$ cat config.mk
export PLATFORM = sky130hd
export DESIGN_NAME = escape_sequence_decoder
export DESIGN_NICKNAME = d
export VERILOG_FILES = /design/src/rtl/core/esd_pkg.sv /design/src/rtl/core/esd_front.sv /design/src/rtl/core/esd_fifo.sv /design/src/rtl/core/esd_back.sv /design/src/rtl/core/escape_sequence_decoder.sv
export SDC_FILE = /design/constraint.sdc
export NUM_CORES = 1
export LEC_CHECK = 0
export ABC_AREA = 1
export BUFFER_PORTS_ARGS = -buffer_cell sky130_fd_sc_hd__buf_2
export CORE_MARGIN = 1
export CORE_UTILIZATION = 25
export DETAILED_ROUTE_END_ITERATION = 8
export PLACE_DENSITY_LB_ADDON = 0.05
export SETUP_SLACK_MARGIN = 0.3
export SKIP_CTS_REPAIR_TIMING = 1
export SYNTH_ARGS = -nofsm -noshare
export SYNTH_HDL_FRONTEND = slang
export SYNTH_SLANG_ARGS = --single-unit
$ cat constraint.sdc
create_clock -name clk -period 4.2 [get_ports clk]
set_input_delay 0.84 -clock clk [delete_from_list [all_inputs] [get_ports clk]]
set_output_delay 0.84 -clock clk [all_outputs]
set_load 0.01 [all_outputs]
$ cat src/rtl/core/esd_pkg.sv
// shared types and constants for the escape sequence decoder
`default_nettype none

package esd_pkg;

    localparam int FIFO_DEPTH = 2;

    localparam logic [2:0] ST_BYTE  = 3'd0;
    localparam logic [2:0] ST_OK    = 3'd1;
    localparam logic [2:0] ST_NONPR = 3'd2;
    localparam logic [2:0] ST_INCOM = 3'd3;
    localparam logic [2:0] ST_INVAL = 3'd4;

    localparam logic [7:0] CH_BSLASH = 8'h5C;
    localparam logic [7:0] CH_X      = 8'h78;
    localparam logic [7:0] CH_SPACE  = 8'h20;
    localparam logic [7:0] CH_TILDE  = 8'h7E;

    typedef struct packed {
        logic       is_end;
        logic [7:0] ch;
        logic       printable;
        logic       is_bslash;
        logic       is_x;
        logic       simple_valid;
        logic [7:0] simple_val;
        logic       hex_valid;
        logic [3:0] hex_val;
    } class_t;

endpackage

`default_nettype wire

$ cat src/rtl/core/esd_front.sv
// front end: classifies each incoming request
`default_nettype none

module esd_front (
    input  wire logic [7:0]     in_byte,
    input  wire logic           end_of_string,
    output esd_pkg::class_t     cls
);

    logic [7:0] diff;

    always_comb
    begin
        diff             = 8'h00;
        cls.is_end       = end_of_string;
        cls.ch           = in_byte;
        cls.printable    = (in_byte >= esd_pkg::CH_SPACE) && (in_byte <= esd_pkg::CH_TILDE);
        cls.is_bslash    = (in_byte == esd_pkg::CH_BSLASH);
        cls.is_x         = (in_byte == esd_pkg::CH_X);
        cls.simple_valid = 1'b1;
        case (in_byte)
            8'h61:   cls.simple_val = 8'h07;
            8'h62:   cls.simple_val = 8'h08;
            8'h66:   cls.simple_val = 8'h0C;
            8'h6E:   cls.simple_val = 8'h0A;
            8'h72:   cls.simple_val = 8'h0D;
            8'h74:   cls.simple_val = 8'h09;
            8'h76:   cls.simple_val = 8'h0B;
            8'h5C:   cls.simple_val = 8'h5C;
            8'h27:   cls.simple_val = 8'h27;
            8'h22:   cls.simple_val = 8'h22;
            default:
            begin
                cls.simple_val   = 8'h00;
                cls.simple_valid = 1'b0;
            end
        endcase
        cls.hex_valid = 1'b1;
        if (in_byte inside {[8'h30:8'h39]})
        begin
            diff = in_byte - 8'h30;
        end
        else if (in_byte inside {[8'h41:8'h46]})
        begin
            diff = in_byte - 8'h37;
        end
        else if (in_byte inside {[8'h61:8'h66]})
        begin
            diff = in_byte - 8'h57;
        end
        else
        begin
            cls.hex_valid = 1'b0;
        end
        cls.hex_val = diff[3:0];
    end

endmodule

`default_nettype wire

$ cat src/rtl/core/esd_fifo.sv
// short queue of classified requests between front and back
`default_nettype none

module esd_fifo #(
    parameter int DEPTH = esd_pkg::FIFO_DEPTH
) (
    input  wire logic            clk,
    input  wire logic            rst_n,
    input  wire logic            push_valid,
    output logic                 push_ready,
    input  wire esd_pkg::class_t push_data,
    output logic                 pop_valid,
    input  wire logic            pop_ready,
    output esd_pkg::class_t      pop_data
);

    localparam int PTR_W = (DEPTH > 1) ? $clog2(DEPTH) : 1;
    localparam int CNT_W = $clog2(DEPTH + 1);

    esd_pkg::class_t  mem_reg [DEPTH];
    logic [PTR_W-1:0] wr_ptr_reg, wr_ptr_next;
    logic [PTR_W-1:0] rd_ptr_reg, rd_ptr_next;
    logic [CNT_W-1:0] count_reg, count_next;
    logic             do_push, do_pop;

    assign push_ready = (count_reg != CNT_W'(DEPTH));
    assign pop_valid  = (count_reg != '0);
    assign pop_data   = mem_reg[rd_ptr_reg];
    assign do_push    = push_valid && push_ready;
    assign do_pop     = pop_valid && pop_ready;

    always_comb
    begin
        wr_ptr_next = wr_ptr_reg;
        rd_ptr_next = rd_ptr_reg;
        count_next  = count_reg;
        if (do_push)
        begin
            wr_ptr_next = (wr_ptr_reg == PTR_W'(DEPTH - 1)) ? '0 : wr_ptr_reg + 1'b1;
        end
        if (do_pop)
        begin
            rd_ptr_next = (rd_ptr_reg == PTR_W'(DEPTH - 1)) ? '0 : rd_ptr_reg + 1'b1;
        end
        if (do_push && !do_pop)
        begin
            count_next = count_reg + 1'b1;
        end
        else if (do_pop && !do_push)
        begin
            count_next = count_reg - 1'b1;
        end
    end

    always_ff @(posedge clk or negedge rst_n)
    begin
        if (!rst_n)
        begin
            wr_ptr_reg <= '0;
            rd_ptr_reg <= '0;
            count_reg  <= '0;
        end
        else
        begin
            wr_ptr_reg <= wr_ptr_next;
            rd_ptr_reg <= rd_ptr_next;
            count_reg  <= count_next;
        end
    end

    always_ff @(posedge clk)
    begin
        if (do_push)
        begin
            mem_reg[wr_ptr_reg] <= push_data;
        end
    end

endmodule

`default_nettype wire

$ cat src/rtl/core/esd_back.sv
// back end: escape state machine and output register
`default_nettype none

module esd_back (
    input  wire logic            clk,
    input  wire logic            rst_n,
    input  wire logic            cls_valid,
    output logic                 cls_ready,
    input  wire esd_pkg::class_t cls,
    output logic                 out_valid,
    input  wire logic            out_ready,
    output logic [7:0]           out_byte,
    output logic [2:0]           status,
    output logic                 last
);

    typedef enum logic [2:0] {
        PH_IDLE,
        PH_ESC,
        PH_HEX1,
        PH_HEX2,
        PH_DROP
    } phase_t;

    phase_t     phase_reg, phase_next;
    logic [3:0] nib_reg, nib_next;
    logic       nib_ok_reg, nib_ok_next;
    logic       out_valid_reg, out_valid_next;
    logic [7:0] out_byte_reg, out_byte_next;
    logic [2:0] status_reg, status_next;
    logic       last_reg, last_next;
    logic       pop, emit;
    logic [7:0] e_byte;
    logic [2:0] e_st;

    assign cls_ready = !out_valid_reg || out_ready;
    assign pop       = cls_valid && cls_ready;
    assign out_valid = out_valid_reg;
    assign out_byte  = out_byte_reg;
    assign status    = status_reg;
    assign last      = last_reg;

    always_comb
    begin
        phase_next     = phase_reg;
        nib_next       = nib_reg;
        nib_ok_next    = nib_ok_reg;
        out_valid_next = out_valid_reg && !out_ready;
        out_byte_next  = out_byte_reg;
        status_next    = status_reg;
        last_next      = last_reg;
        emit           = 1'b0;
        e_byte         = 8'h00;
        e_st           = esd_pkg::ST_BYTE;
        if (pop)
        begin
            if (cls.is_end)
            begin
                phase_next  = PH_IDLE;
                nib_next    = 4'h0;
                nib_ok_next = 1'b0;
                if (phase_reg == PH_IDLE)
                begin
                    emit = 1'b1;
                    e_st = esd_pkg::ST_OK;
                end
                else if (phase_reg != PH_DROP)
                begin
                    emit = 1'b1;
                    e_st = esd_pkg::ST_INCOM;
                end
            end
            else
            begin
                case (phase_reg)
                    PH_DROP:
                    begin
                        phase_next = PH_DROP;
                    end
                    PH_ESC:
                    begin
                        if (cls.is_x)
                        begin
                            phase_next = PH_HEX1;
                        end
                        else if (cls.simple_valid)
                        begin
                            emit       = 1'b1;
                            e_byte     = cls.simple_val;
                            phase_next = PH_IDLE;
                        end
                        else
                        begin
                            emit       = 1'b1;
                            e_st       = esd_pkg::ST_INVAL;
                            phase_next = PH_DROP;
                        end
                    end
                    PH_HEX1:
                    begin
                        nib_next    = cls.hex_val;
                        nib_ok_next = cls.hex_valid;
                        phase_next  = PH_HEX2;
                    end
                    PH_HEX2:
                    begin
                        emit = 1'b1;
                        if (!nib_ok_reg || !cls.hex_valid || ({nib_reg, cls.hex_val} == 8'h00))
                        begin
                            e_st       = esd_pkg::ST_INVAL;
                            phase_next = PH_DROP;
                        end
                        else
                        begin
                            e_byte      = {nib_reg, cls.hex_val};
                            phase_next  = PH_IDLE;
                            nib_next    = 4'h0;
                            nib_ok_next = 1'b0;
                        end
                    end
                    default:
                    begin
                        if (!cls.printable)
                        begin
                            emit       = 1'b1;
                            e_st       = esd_pkg::ST_NONPR;
                            phase_next = PH_DROP;
                        end
                        else if (cls.is_bslash)
                        begin
                            phase_next = PH_ESC;
                        end
                        else
                        begin
                            emit       = 1'b1;
                            e_byte     = cls.ch;
                            phase_next = PH_IDLE;
                        end
                    end
                endcase
            end
            if (emit)
            begin
                out_valid_next = 1'b1;
                out_byte_next  = e_byte;
                status_next    = e_st;
                last_next      = (e_st != esd_pkg::ST_BYTE);
            end
        end
    end

    always_ff @(posedge clk or negedge rst_n)
    begin
        if (!rst_n)
        begin
            phase_reg     <= PH_IDLE;
            nib_reg       <= 4'h0;
            nib_ok_reg    <= 1'b0;
            out_valid_reg <= 1'b0;
            out_byte_reg  <= 8'h00;
            status_reg    <= esd_pkg::ST_BYTE;
            last_reg      <= 1'b0;
        end
        else
        begin
            phase_reg     <= phase_next;
            nib_reg       <= nib_next;
            nib_ok_reg    <= nib_ok_next;
            out_valid_reg <= out_valid_next;
            out_byte_reg  <= out_byte_next;
            status_reg    <= status_next;
            last_reg      <= last_next;
        end
    end

endmodule

`default_nettype wire

$ cat src/rtl/core/escape_sequence_decoder.sv
// top level of the escape sequence decoder
//
// input channel: in_valid/in_ready carry one raw byte per request in in_byte,
//   or an end request with end_of_string high that closes the string
// output channel: out_valid/out_ready carry at most one result per request:
//   out_byte with status, and last high on the result that ends a string
// the front classifies each byte combinationally into a short queue of
//   FIFO_DEPTH entries; the back runs the escape state machine and owns the
//   output register
// the back registers a result when it pops the request from the queue
// throughput: one request per cycle unless a stalled result blocks the back;
//   requests inside an escape or after an error give no result
// when the receiver stalls the output register holds its result, the queue
//   fills, and in_ready falls once it is full
// reset clears the queue, the output register and the escape state
`default_nettype none

module escape_sequence_decoder #(
    parameter int FIFO_DEPTH = esd_pkg::FIFO_DEPTH
) (
    input  wire logic       clk,
    input  wire logic       rst_n,
    input  wire logic       in_valid,
    output logic            in_ready,
    input  wire logic [7:0] in_byte,
    input  wire logic       end_of_string,
    output logic            out_valid,
    input  wire logic       out_ready,
    output logic [7:0]      out_byte,
    output logic [2:0]      status,
    output logic            last
);

    esd_pkg::class_t front_cls;
    esd_pkg::class_t back_cls;
    logic            q_valid;
    logic            q_ready;

    esd_front u_front (
        .in_byte       (in_byte),
        .end_of_string (end_of_string),
        .cls           (front_cls)
    );

    esd_fifo #(
        .DEPTH (FIFO_DEPTH)
    ) u_fifo (
        .clk        (clk),
        .rst_n      (rst_n),
        .push_valid (in_valid),
        .push_ready (in_ready),
        .push_data  (front_cls),
        .pop_valid  (q_valid),
        .pop_ready  (q_ready),
        .pop_data   (back_cls)
    );

    esd_back u_back (
        .clk       (clk),
        .rst_n     (rst_n),
        .cls_valid (q_valid),
        .cls_ready (q_ready),
        .cls       (back_cls),
        .out_valid (out_valid),
        .out_ready (out_ready),
        .out_byte  (out_byte),
        .status    (status),
        .last      (last)
    );

endmodule

`default_nettype wire

==> impl_results.html <==
<table>
<tr><th>Metric</th><th>Value</th></tr>
<tr><th colspan="2">Global routing</th></tr>
<tr><td>First-pass GRT wire length</td><td>approximately 15000 µm</td></tr>
<tr><td>GRT Overall Usage</td><td>12.8%</td></tr>
<tr><td>Pin count of the biggest net entering global routing</td><td>26</td></tr>
<tr><td>Number of antenna violations at the first check in global routing</td><td>0</td></tr>
<tr><td>Via count of the first global-routing pass</td><td>between 2000 and 3000</td></tr>
<tr><td>Final global-route overflow total</td><td>0</td></tr>
<tr><th colspan="2">Route</th></tr>
<tr><td>Drt wl/cell</td><td>roughly 15 µm</td></tr>
<tr><td>1st-pass router iterations</td><td>6</td></tr>
<tr><td>Iter 0 DRT Violations</td><td>~120</td></tr>
<tr><td>Aggregate routed wire length</td><td>just over 9000 µm</td></tr>
<tr><td>Total vias in the final route</td><td>between 2000 and 3000</td></tr>
<tr><td>Post-route DRC</td><td>4</td></tr>
<tr><td>Avg Vias per Cell</td><td>4.34</td></tr>
<tr><td>Count of antenna-violating nets left after detailed routing</td><td>0</td></tr>
<tr><th colspan="2">Die</th></tr>
<tr><td>Top-Level Pins</td><td>27</td></tr>
<tr><td>Die span in x</td><td>about 120 µm</td></tr>
<tr><td>Std-Cell Core Area</td><td>between 10000 and 15000 µm²</td></tr>
<tr><td>Row count</td><td>44</td></tr>
<tr><td>Die boundary height</td><td>about 120 µm</td></tr>
<tr><td>Initial core utilization</td><td>around a quarter</td></tr>
<tr><td>Die area</td><td>approximately 16000 µm²</td></tr>
<tr><th colspan="2">Power</th></tr>
<tr><td>Leakage</td><td>1.98 nW</td></tr>
<tr><td>Cell-internal power</td><td>approximately 1.8 mW</td></tr>
<tr><td>Clk pwr share</td><td>25.8%</td></tr>
<tr><td>Net switching component of the power</td><td>~1.2 mW</td></tr>
<tr><td>Worst voltage drop across the vdd grid</td><td>0.000181 V</td></tr>
<tr><td>Fraction of power spent switching nets</td><td>about two fifths</td></tr>
<tr><td>Proportion of power drawn by combinational gates</td><td>a little under two fifths</td></tr>
<tr><td>Share of power burned in registers</td><td>37.0%</td></tr>
<tr><td>Pwr per Cell Area</td><td>682 nW/µm²</td></tr>
<tr><th colspan="2">Layout</th></tr>
<tr><td>Synthesis-to-layout area growth</td><td>16.3%</td></tr>
<tr><td>Fin nets</td><td>roughly 450</td></tr>
<tr><td>Most common library cell in the layout ignoring fill and taps</td><td>sky130_fd_sc_hd__nand2_1</td></tr>
<tr><td>Number of filler cells placed in the layout</td><td>approximately 1600</td></tr>
<tr><td>Commonest cells after routing, fill and taps aside</td><td>105 x sky130_fd_sc_hd__nand2_1, 48 x sky130_fd_sc_hd__edfxtp_1, 39 x sky130_fd_sc_hd__inv_1</td></tr>
<tr><td>Fraction of final layout cells with drive strength greater than 1</td><td>between 20% and 30%</td></tr>
<tr><td>Max reg flops</td><td>48</td></tr>
<tr><td>Utilization of the core after routing</td><td>between 30% and 40%</td></tr>
<tr><td>Antenna fix cells</td><td>0</td></tr>
<tr><th colspan="2">Synthesis</th></tr>
<tr><td>Syn nets</td><td>415</td></tr>
<tr><td>Syn. warnings</td><td>0</td></tr>
<tr><td>Cell count after synthesis</td><td>around 400</td></tr>
<tr><td>Post-synth EDFFs</td><td>48</td></tr>
<tr><td>Number of flip-flops and latches in the synthesized netlist</td><td>73</td></tr>
<tr><td>Count of unique library cells instantiated by Yosys</td><td>between 40 and 50</td></tr>
<tr><td>Synth Flop Type</td><td>sky130_fd_sc_hd__edfxtp_1</td></tr>
<tr><td>Async SR Flop Fraction</td><td>~34%</td></tr>
<tr><td>Cell area after technology mapping</td><td>3780 µm²</td></tr>
<tr><td>Fraction of the yosys area taken by sequential cells</td><td>54.7%</td></tr>
<tr><td>Per-instance average area after synthesis</td><td>approximately 9.5 µm²</td></tr>
<tr><th colspan="2">Worst setup path</th></tr>
<tr><td>Cell type with the highest occurrence count on the critical path</td><td>sky130_fd_sc_hd__nand2_1</td></tr>
<tr><td>R2r worst-path depth</td><td>11</td></tr>
<tr><td>Worst Path Arrival</td><td>around 2.6 ns</td></tr>
<tr><td>Endpoint of the most critical register-to-register path</td><td>u_back.status[1]$_DFFE_PN0P_</td></tr>
<tr><td>Data required, critical path</td><td>between 4 and 5 ns</td></tr>
<tr><td>Worst r2r src</td><td>u_fifo.rd_ptr_reg$_DFFE_PN0P_</td></tr>
<tr><td>Biggest fanout along the worst timing path</td><td>18</td></tr>
<tr><td>Launching element type of the critical path</td><td>flop</td></tr>
<tr><td>Largest stage delay, worst path</td><td>between 0.9 and 1 ns</td></tr>
<tr><td>Crit-path cells</td><td>buf_4 &gt; nand2_2 &gt; nand2_1 &gt; nand2_1 &gt; nand2_1 &gt; nand2_2 &gt; nand2_4 &gt; nand2_4 &gt; inv_4 &gt; nand2_1 &gt; nand2_1</td></tr>
<tr><td>Critical Path Sink Type</td><td>flop</td></tr>
<tr><td>Slowest cell on the critical path</td><td>sky130_fd_sc_hd__dfrtp_1</td></tr>
<tr><td>Worst Setup Path Type</td><td>flop to flop</td></tr>
<tr><td>Reg2Reg Setup Slack</td><td>approximately 1.9 ns</td></tr>
<tr><th colspan="2">Timing</th></tr>
<tr><td>RSZ-0062 raised after global routing</td><td>no</td></tr>
<tr><td>Transition time at the pin with the least slew margin</td><td>approximately 0.96 ns</td></tr>
<tr><td>Fin. Hold Viols</td><td>0</td></tr>
<tr><td>Setup-failing EPs final</td><td>0</td></tr>
<tr><td>Worst Skew</td><td>0.00664 ns</td></tr>
<tr><td>Time the final worst path needs with I/O delays and setup</td><td>around 2.3 ns</td></tr>
<tr><td>Final worst path period share</td><td>a little over half</td></tr>
<tr><td>Worst rel slew slack</td><td>36.3%</td></tr>
<tr><td>Highest attainable clock frequency</td><td>roughly 0.44 GHz</td></tr>
<tr><td>Sum of negative setup slack</td><td>0 ns</td></tr>
<tr><td>Final Max Slew Viols</td><td>0</td></tr>
<tr><th colspan="2">CTS</th></tr>
<tr><td>Number of clock sinks</td><td>73</td></tr>
<tr><td>TritonCTS clock tree</td><td>built</td></tr>
<tr><td>CTS Root Buffer Type</td><td>sky130_fd_sc_hd__clkbuf_16</td></tr>
<tr><td>Maximum buffer depth of the clock tree</td><td>2</td></tr>
<tr><td>Number of buffers created by CTS</td><td>9</td></tr>
<tr><td>H-tree levels</td><td>3</td></tr>
<tr><td>Latest clock arrival within the worst-skew pair</td><td>between 0.3 and 0.4 ns</td></tr>
<tr><td>Register clock-pin slew on the reported worst setup and hold paths</td><td>0.06 ns</td></tr>
<tr><th colspan="2">Worst hold path</th></tr>
<tr><td>Hold_sp</td><td>u_back.status[0]$_DFFE_PN0P_</td></tr>
<tr><td>Worst min-delay path class</td><td>flop to flop</td></tr>
<tr><td>Number of cells on the worst hold path</td><td>2</td></tr>
<tr><td>Hold Path End</td><td>u_back.status[0]$_DFFE_PN0P_</td></tr>
<tr><th colspan="2">Flow run</th></tr>
<tr><td>Max-cap violations</td><td>0</td></tr>
<tr><th colspan="2">Outcome</th></tr>
<tr><td>Violations in the final reports</td><td>design-rule violations</td></tr>
<tr><td>Run status</td><td>complete, but fails checks</td></tr>
<tr><th colspan="2">Place</th></tr>
<tr><td>Final estimated routing congestion in global placement</td><td>just over 0.8</td></tr>
<tr><td># port buffers</td><td>26</td></tr>
<tr><td>HPWL reported at the end of detailed placement</td><td>6990 µm</td></tr>
</table>
## cells by family after synthesis
family                     after synthesis  share of synthesized area [%]
muxes                                    8                           2.12
xor gates and xnor gates                 3                          0.695
and+or+nand+nor                        223                           28.7
DFF                                     73                           54.7
adders and majority gates                5                           1.65
AOI/OAI and AO/OA                       33                           5.46
buffers and inverters                   52                           6.72
## power by group through the flow
stage | Combinational, mW | Sequential, mW | Clock (mW)
2_1_floorplan | 0.918 | 1.09 | 0
3_3_place_gp | 1.15 | 1.13 | 0
3_5_place_dp | 1.15 | 1.13 | 0
4_1_cts | 1.15 | 1.11 | 0.809
5_1_grt | 1.26 | 1.14 | 0.831
6_report | 1.11 | 1.11 | 0.775
## how the worst max path moves through the flow
stage,from,end,slack (ns),depth (start not counted)
floorplan,in_valid,u_fifo.mem_reg[1][0]$_DFFE_PP_,1.82,2
global placement,in_byte[0],u_fifo.mem_reg[0][2]$_DFFE_PP_,1.76,8
detailed placement,in_byte[0],u_fifo.mem_reg[0][2]$_DFFE_PP_,1.70,8
CTS,u_fifo.rd_ptr_reg$_DFFE_PN0P_,u_back.out_byte[1]$_DFFE_PN0P_,1.84,11
global route,u_fifo.rd_ptr_reg$_DFFE_PN0P_,u_back.status[1]$_DFFE_PN0P_,1.70,11
finish,u_fifo.rd_ptr_reg$_DFFE_PN0P_,u_back.status[1]$_DFFE_PN0P_,1.92,11
## per-stage QoR
step | worst slack, ns | instance area [µm²] | power [mW] | hold WS, ns | cells
after detailed placement | 1.70 | 4100 | 2.27 | 0.463 | 604
after global placement | 1.76 | 4100 | 2.28 | 0.461 | 604
after global routing | 1.70 | 4400 | 3.23 | 0.513 | 620
final | 1.92 | 4400 | 3.00 | 0.473 | 620
after CTS | 1.84 | 4400 | 3.07 | 0.485 | 620
after floorplan | 1.82 | 3780 | 2.01 | 0.442 | 397
## layout make-up
type,instances,area (µm²),share of cell area (%)
Sequential cell,73,2070,47.0
Multi-Input combinational cell,272,1470,33.3
Tap cell,184,230,5.23
Clock buffer,9,225,5.12
Inverter,46,180,4.10
Timing Repair Buffer,29,153,3.47
Clock inverter,7,78.8,1.79
## synth_stat cells, types with 2 or more instances
cell	n	area, µm²
sky130_fd_sc_hd__o21ai_0	15	75.1
sky130_fd_sc_hd__nand3_4	2	35.0
sky130_fd_sc_hd__o21ai_2	3	26.3
sky130_fd_sc_hd__a21oi_1	5	25.0
sky130_fd_sc_hd__nand3b_1	2	15.0
sky130_fd_sc_hd__dfrtp_1	25	626
sky130_fd_sc_hd__nor3_1	5	25.0
sky130_fd_sc_hd__nand4_1	8	50.1
sky130_fd_sc_hd__nand2_4	5	56.3
sky130_fd_sc_hd__edfxtp_1	48	1440
sky130_fd_sc_hd__nand3_2	2	20.0
sky130_fd_sc_hd__buf_6	3	33.8
sky130_fd_sc_hd__a31oi_1	2	12.5
sky130_fd_sc_hd__ha_1	5	62.6
sky130_fd_sc_hd__inv_1	39	146
sky130_fd_sc_hd__nand3_1	33	165
sky130_fd_sc_hd__nor4_1	2	12.5
sky130_fd_sc_hd__xnor2_1	2	17.5
sky130_fd_sc_hd__nand2_1	105	394
sky130_fd_sc_hd__inv_2	5	18.8
sky130_fd_sc_hd__nand2_2	15	93.8
sky130_fd_sc_hd__mux2i_1	8	80.1
sky130_fd_sc_hd__nor2_1	35	131
sky130_fd_sc_hd__nor2_4	6	67.6
## worst max-delay path, delay by kind of cell, from the launching register on
kind                   cells  cell delay [ns]
and+or+nand+nor            9             0.72
DFF                        1             0.97
buffers and inverters      2             0.51
## layer usage
layer	vias up	global-route usage [%]	wire, µm
li1	1390	-	-
met1	1247	17.1	4700
met2	45	19.2	4160
met3	10	2.48	193
met4	0	7.53	204
met5	-	0	0
(Power assumes the default switching activity.)
